<file path="config.mk">
export PLATFORM = sky130hd
export DESIGN_NAME = dual_adc_debounce_motor_direction
export DESIGN_NICKNAME = d
export VERILOG_FILES = /design/src/hdl/dadmd_pkg.sv /design/src/hdl/dual_adc_debounce_motor_direction.sv
export SDC_FILE = /design/constraint.sdc
export NUM_CORES = 1
export LEC_CHECK = 0
export ABC_AREA = 1
export BUFFER_PORTS_ARGS = -buffer_cell sky130_fd_sc_hd__buf_4
export CAP_MARGIN = 20
export CORE_AREA = 5 5 119 121
export DETAILED_ROUTE_END_ITERATION = 16
export DIE_AREA = 0 0 124 126
export PLACE_DENSITY = 0.71
export REMOVE_ABC_BUFFERS = 1
export SLEW_MARGIN = 10
export SYNTH_ARGS = -nofsm -noshare
export SYNTH_HDL_FRONTEND = slang
export SYNTH_SLANG_ARGS = --single-unit
</file>
<file path="constraint.sdc">
create_clock -name clock -period 6.9 [get_ports clock]
set_input_delay 1.38 -clock clock [delete_from_list [all_inputs] [get_ports clock]]
set_output_delay 1.38 -clock clock [all_outputs]
set_load 0.05 [all_outputs]
</file>
<file path="src/hdl/dadmd_pkg.sv">
package dadmd_pkg;

   localparam int SampleWidth   = 12;
   localparam int LimitWidth    = 4;
   localparam int HoldoffWidth  = 8;
   localparam int DivideWidth   = 4;
   localparam int CountWidth    = 5;
   localparam int CsrAddrWidth  = 5;
   localparam int CsrDataWidth  = 32;

   localparam logic [SampleWidth-1:0]  OptoThresholdReset = 12'h400;
   localparam logic [SampleWidth-1:0]  OutThresholdReset  = 12'hC00;
   localparam logic [LimitWidth-1:0]   CountLimitReset    = 4'd3;
   localparam logic [HoldoffWidth-1:0] HoldoffTicksReset  = 8'd40;
   localparam logic [DivideWidth-1:0]  TickDivideReset    = 4'd4;

   typedef enum logic [2:0] {
      REG_OPTO_THRESHOLD = 3'd0,
      REG_OUT_THRESHOLD  = 3'd1,
      REG_COUNT_LIMIT    = 3'd2,
      REG_HOLDOFF_TICKS  = 3'd3,
      REG_TICK_DIVIDE    = 3'd4
   } reg_index_type;

   typedef enum logic {
      MODE_TICK   = 1'b0,
      MODE_SAMPLE = 1'b1
   } mode_type;

   typedef struct packed {
      logic                   mode;
      logic [SampleWidth-1:0] sample;
   } req_type;

   typedef struct packed {
      logic drive_forward;
      logic opto_level;
      logic out_level;
      logic convert_start;
      logic convert_channel;
   } rsp_type;

endpackage

</file>
<file path="src/hdl/dual_adc_debounce_motor_direction.sv">
// Two-channel debouncer that sets a motor direction from one shared converter.
// req channel: each item is a raw timer tick (mode 0) or a conversion result
// (mode 1, sample valid). rsp channel: one item per req item with both
// debounced levels, drive_forward (levels equal), and whether this tick starts
// a conversion and on which channel (0 opto, 1 out).
// csr port: APB-style, registers at 0x00 opto_threshold, 0x04 out_threshold,
// 0x08 count_limit, 0x0C holdoff_ticks, 0x10 tick_divide; pready always high.
// The rsp item is registered and appears in the cycle after its req item is accepted.
// Throughput: one item per cycle while req_stall is low; all state is updated in the cycle of
// acceptance by a short compare/count path into the result register.
// When the receiver stalls, the result register holds its item and req_stall
// rises only while a held item is present, so a new item still enters in the
// cycle the held one is taken.
// Reset: counters, levels, hold-off, channel select and prescaler clear to
// zero; registers return to their default values; no rsp item is pending.
module dual_adc_debounce_motor_direction
   import dadmd_pkg::*;
(
   input  logic                    clock,
   input  logic                    reset,
   input  logic                    req_valid,
   output logic                    req_stall,
   input  req_type                 req_data,
   output logic                    rsp_valid,
   input  logic                    rsp_stall,
   output rsp_type                 rsp_data,
   input  logic                    psel,
   input  logic                    penable,
   input  logic                    pwrite,
   input  logic [CsrAddrWidth-1:0] paddr,
   input  logic [CsrDataWidth-1:0] pwdata,
   output logic [CsrDataWidth-1:0] prdata,
   output logic                    pready
);

   logic [SampleWidth-1:0]  opto_threshold_ff, out_threshold_ff;
   logic [LimitWidth-1:0]   count_limit_ff;
   logic [HoldoffWidth-1:0] holdoff_ticks_ff;
   logic [DivideWidth-1:0]  tick_divide_ff;

   logic signed [CountWidth-1:0] opto_count_ff, opto_count_in;
   logic signed [CountWidth-1:0] out_count_ff, out_count_in;
   logic opto_high_ff, opto_high_in, out_high_ff, out_high_in;
   logic armed_rising_ff, armed_rising_in, armed_falling_ff, armed_falling_in;
   logic [HoldoffWidth-1:0] holdoff_left_ff, holdoff_left_in;
   logic opto_selected_ff, opto_selected_in, out_selected_ff, out_selected_in;
   logic [DivideWidth-1:0] prescale_count_ff, prescale_count_in;

   logic    rsp_valid_ff, rsp_valid_in;
   rsp_type rsp_data_ff, rsp_data_in;

   logic                        accept, csr_write, start;
   logic [DivideWidth-1:0]      prescale_next;
   logic signed [CountWidth:0]  lim_pos, lim_neg, opto_wide, out_wide;
   reg_index_type               csr_index;

   assign pready    = 1'b1;
   assign csr_index = reg_index_type'(paddr[CsrAddrWidth-1:2]);
   assign csr_write = psel & penable & pwrite & pready;

   always_comb begin
      case (csr_index)
         REG_OPTO_THRESHOLD: prdata = CsrDataWidth'(opto_threshold_ff);
         REG_OUT_THRESHOLD:  prdata = CsrDataWidth'(out_threshold_ff);
         REG_COUNT_LIMIT:    prdata = CsrDataWidth'(count_limit_ff);
         REG_HOLDOFF_TICKS:  prdata = CsrDataWidth'(holdoff_ticks_ff);
         REG_TICK_DIVIDE:    prdata = CsrDataWidth'(tick_divide_ff);
         default:            prdata = '0;
      endcase
   end

   always_ff @(posedge clock) begin
      if (reset) begin
         opto_threshold_ff <= OptoThresholdReset;
         out_threshold_ff  <= OutThresholdReset;
         count_limit_ff    <= CountLimitReset;
         holdoff_ticks_ff  <= HoldoffTicksReset;
         tick_divide_ff    <= TickDivideReset;
      end else if (csr_write) begin
         case (csr_index)
            REG_OPTO_THRESHOLD: opto_threshold_ff <= pwdata[SampleWidth-1:0];
            REG_OUT_THRESHOLD:  out_threshold_ff  <= pwdata[SampleWidth-1:0];
            REG_COUNT_LIMIT:    count_limit_ff    <= pwdata[LimitWidth-1:0];
            REG_HOLDOFF_TICKS:  holdoff_ticks_ff  <= pwdata[HoldoffWidth-1:0];
            REG_TICK_DIVIDE:    tick_divide_ff    <= pwdata[DivideWidth-1:0];
            default: ;
         endcase
      end
   end

   assign req_stall = rsp_valid_ff & rsp_stall;
   assign accept    = req_valid & ~req_stall;

   assign lim_pos       = $signed({2'b00, count_limit_ff});
   assign lim_neg       = -lim_pos;
   assign opto_wide     = {opto_count_ff[CountWidth-1], opto_count_ff};
   assign out_wide      = {out_count_ff[CountWidth-1], out_count_ff};
   assign prescale_next = prescale_count_ff + 1'b1;

   always_comb begin
      opto_count_in     = opto_count_ff;
      out_count_in      = out_count_ff;
      opto_high_in      = opto_high_ff;
      out_high_in       = out_high_ff;
      armed_rising_in   = armed_rising_ff;
      armed_falling_in  = armed_falling_ff;
      holdoff_left_in   = holdoff_left_ff;
      opto_selected_in  = opto_selected_ff;
      out_selected_in   = out_selected_ff;
      prescale_count_in = prescale_count_ff;
      start             = 1'b0;

      if (req_data.mode == MODE_TICK) begin
         prescale_count_in = prescale_next;
         if (prescale_next >= tick_divide_ff) begin
            prescale_count_in = '0;
            start             = 1'b1;
            if (holdoff_left_ff != '0) begin
               holdoff_left_in  = holdoff_left_ff - 1'b1;
               opto_selected_in = 1'b1;
               out_selected_in  = 1'b0;
            end else if (out_selected_ff) begin
               opto_selected_in = 1'b1;
               out_selected_in  = 1'b0;
            end else if (opto_selected_ff) begin
               opto_selected_in = 1'b0;
               out_selected_in  = 1'b1;
            end else begin
               opto_selected_in = 1'b1;
            end
         end
      end else if (opto_selected_ff) begin
         if (req_data.sample >= opto_threshold_ff) begin
            if (opto_wide < lim_pos) opto_count_in = opto_count_ff + 1'b1;
            else                     opto_high_in  = 1'b1;
         end else begin
            if (opto_wide > lim_neg) opto_count_in = opto_count_ff - 1'b1;
            else                     opto_high_in  = 1'b0;
         end
      end else if (out_selected_ff) begin
         if (req_data.sample >= out_threshold_ff) begin
            if (out_wide < lim_pos) begin
               out_count_in = out_count_ff + 1'b1;
            end else if (armed_rising_ff) begin
               out_high_in = 1'b1;
            end else begin
               holdoff_left_in  = holdoff_ticks_ff;
               armed_rising_in  = 1'b1;
               armed_falling_in = 1'b0;
            end
         end else begin
            if (out_wide > lim_neg) begin
               out_count_in = out_count_ff - 1'b1;
            end else if (armed_falling_ff) begin
               out_high_in = 1'b0;
            end else begin
               holdoff_left_in  = holdoff_ticks_ff;
               armed_falling_in = 1'b1;
               armed_rising_in  = 1'b0;
            end
         end
      end

      rsp_data_in.drive_forward   = opto_high_in == out_high_in;
      rsp_data_in.opto_level      = opto_high_in;
      rsp_data_in.out_level       = out_high_in;
      rsp_data_in.convert_start   = start;
      rsp_data_in.convert_channel = start & out_selected_in;

      rsp_valid_in = accept | req_stall;
   end

   always_ff @(posedge clock) begin
      if (reset) begin
         opto_count_ff     <= '0;
         out_count_ff      <= '0;
         opto_high_ff      <= 1'b0;
         out_high_ff       <= 1'b0;
         armed_rising_ff   <= 1'b0;
         armed_falling_ff  <= 1'b0;
         holdoff_left_ff   <= '0;
         opto_selected_ff  <= 1'b0;
         out_selected_ff   <= 1'b0;
         prescale_count_ff <= '0;
         rsp_valid_ff      <= 1'b0;
      end else begin
         rsp_valid_ff <= rsp_valid_in;
         if (accept) begin
            opto_count_ff     <= opto_count_in;
            out_count_ff      <= out_count_in;
            opto_high_ff      <= opto_high_in;
            out_high_ff       <= out_high_in;
            armed_rising_ff   <= armed_rising_in;
            armed_falling_ff  <= armed_falling_in;
            holdoff_left_ff   <= holdoff_left_in;
            opto_selected_ff  <= opto_selected_in;
            out_selected_ff   <= out_selected_in;
            prescale_count_ff <= prescale_count_in;
         end
      end
   end

   always_ff @(posedge clock) begin
      if (accept) begin
         rsp_data_ff <= rsp_data_in;
      end
   end

   assign rsp_valid = rsp_valid_ff;
   assign rsp_data  = rsp_data_ff;

endmodule
</file>
==> flow_summary.json <==
{
  "post_cts_buffers": 0,
  "rrSetupSlack_ps": 4110,
  "drv_cap": 0,
  "ioPinCount": 97,
  "fmax_ghz": 0.2318,
  "via_count": 4444,
  "layout.nets": 860,
  "vdd_drop_max_v": 0.0001132,
  "dieArea_um2": 15620,
  "antenna_found_initial": 0,
  "row_count": 42,
  "p_leak_nw": 2.808,
  "grt_overflow": 0,
  "grt_use_met1_pct": 21.99,
  "clock-sinks": 74,
  "clockRootBuffer": "clkbuf_16",
  "place_inst": 913,
  "path_cells": "buf_4 > nor2_1 > nand2_1 > inv_1 > nand2_1 > o21ai_0 > a221oi_1 > o21ai_0 > buf_4",
  "fin_cells": 929,
  "worstSetupEndpointType": "primary output",
  "io_buffers": 53,
  "nFillCells": 1325,
  "rr_startpoint": "opto_threshold_ff[11]",
  "finalPower_mw": 1.078,
  "critical_path_class": "in -> out",
  "fp.dieH_um": 126,
  "coreArea_um2": 12980,
  "whs_path_depth": 2,
  "wire_per_inst_um": 12.96,
  "synth_flop_cell": "dfxtp_1",
  "slew_violations": 0,
  "vias_per_cell": 4.784,
  "drc": 0,
  "async_reset_ff_share_pct": 0,
  "first_pass_iters": 5,
  "grt_pass1_wl_um": 20090,
  "yosys.area.top_type_share_pct": 27.33,
  "crit_required_ps": 5520,
  "die-width_um": 124,
  "ys_types": 47,
  "grt_pass1_vias": 4180,
  "whs_ps": 465.4,
  "hold_viol_final": 0,
  "initial_core_util_pct": 38.94,
  "ctsResizeCount": 0,
  "ys_top_cells_by_count": "nand2_1, inv_1, nor2_1",
  "holdPathEnd": "out_selected_ff",
  "cts_buffers": 9,
  "htree_levels": 3,
  "fin_tns_setup_ps": 0,
  "antenna_cells": 0,
  "yosysMostFrequentCell": "nand2_1",
  "drt_iter0_markers": 211,
  "gp_congestion": 0.8087,
  "cts_tree": "yes",
  "yosys.area.top_type": "dfxtp_1",
  "synth_edf_count": 5,
  "holdBufCountCts": 0,
  "finalCritPeriodShare_pct": 62.53,
  "worstHoldStart": "out_selected_ff",
  "synthTopCellsByArea": "dfxtp_1, ha_1, nand2_1",
  "p_per_area_nw_per_um2": 186.4,
  "synthCells": 701,
  "r2r-end": "opto_count_ff[4]",
  "wl_um": 12040,
  "syn_area_um2": 5055,
  "fin_util_pct": 44.53,
  "rsz0062_at_grt": "false",
  "relSlewSlack_pct": 57.36,
  "finalCriticalPeriod_ps": 4315,
  "syn_avg_cell_area_um2": 7.211,
  "setup_viol": 0,
  "clk_pin_slew_ps": 50,
  "worst_pin_slew_ps": 638.9,
  "busiest_layer": "met2",
  "critPathMaxStageDelay_ps": 390,
  "status": "finished clean",
  "arrival_ps": 2930,
  "worstHoldPathType": "reg -> reg",
  "finClkSkew_ps": 7.539,
  "grtUsageMet3_pct": 2.780,
  "track_usage_pct": 15.95,
  "ys_warn_count": 0,
  "dp_hpwl_um": 9220,
  "grt_max_degree": 43,
  "worst_setup_path_start_kind": "input port",
  "ys_ff_latch": 74,
  "ctsLongestPathBuffers": 2,
  "crit_slowest_cell": "nand2_1",
  "layout-drive-gt1-share_pct": 12.62,
  "critPathMaxFanout": 12,
  "grt.met2_usage_pct": 25.74,
  "ys_seq_area_share_pct": 30.30,
  "insertion_delay_ps": 330,
  "reg2reg_depth": 14,
  "drtAntennaViolNets": 0,
  "syn_to_final_growth_pct": 14.36
}
[worst max-delay path by stage]
stage | cells past startpoint | slack (ps) | from | endpoint
floorplan | 3 | 2730 | paddr[2] | prdata[2]
global placement | 8 | 2630 | paddr[2] | prdata[3]
detailed placement | 9 | 2640 | paddr[3] | prdata[2]
CTS | 9 | 2630 | paddr[3] | prdata[2]
global route | 8 | 2470 | paddr[2] | prdata[3]
finish | 9 | 2590 | paddr[3] | prdata[2]
[per-stage QoR]
step	setup slack, ps	cell area [um^2]
2_1_floorplan	2733	4883
3_3_place_gp	2627	5509
3_5_place_dp	2643	5509
4_1_cts	2626	5781
5_1_grt	2467	5781
6_report	2585	5781
[worst max-delay path: cells and delay by family]
| family | cells | cell delay, ps |
|---|---|---|
| AOI/OAI and AO/OA | 3 | 570 |
| and+or+nand+nor | 3 | 530 |
| buffers and inverters | 3 | 460 |
[sequential cells by signal (all words and copies together), names as in the netlist, 4 cells and up]
register / cells
out_threshold_ff: 12
opto_threshold_ff: 12
prescale_count_ff: 4
out_count_ff: 5
count_limit_ff: 4
holdoff_ticks_ff: 8
opto_count_ff: 5
tick_divide_ff: 4
holdoff_left_ff: 8
rsp_data: 5
[logic make-up after synthesis]
group / Yosys count / synth area share (%)
compound gates: 149 / 16.68
xor+xnor: 12 / 2.376
fa+ha+maj: 55 / 13.91
buf+inv: 148 / 13.04
flops: 74 / 30.30
other cells: 2 / 0.1486
simple gates: 261 / 23.54
[layout make-up]
cell class	count	area, um^2	area share [%]
tap	176	220.2	3.810
multi-input combinational	498	2935	50.78
inverter	111	416.7	7.208
timing repair buffer	54	405.4	7.013
clock inverter	5	28.78	0.4978
clock buffer	11	242.7	4.199
sequential	74	1531	26.49
[layout by cell type, fill, tap and decap left out, types with 8 or more instances in the layout]
master and instances:
clkbuf_16 9, dfxtp_1 69, nand4_1 8, ha_1 53
conb_1 21, a21oi_1 56, inv_1 107, nand3_1 33
nand2_1 116, nor2_1 70, buf_4 54, o21ai_0 60
[where the power goes]
part | internal (mW) | total, mW | switching (mW)
Clock | 0.252 | 0.432 | 0.180
Sequential | 0.444 | 0.451 | 0.00680
Combinational | 0.0626 | 0.195 | 0.133
Total | 0.758 | 1.08 | 0.320
[metal layers]
| metal | share of wire (%) | wire [um] | vias up |
|---|---|---|---|
| li1 | - | - | 2355 |
| met1 | 47 | 5640 | 2010 |
| met2 | 48 | 5782 | 70 |
| met3 | 4.1 | 495 | 9 |
| met4 | 0.98 | 118 | 0 |
| met5 | 0 | 0 | - |
Note: power is estimated with default switching activity, not from simulation.
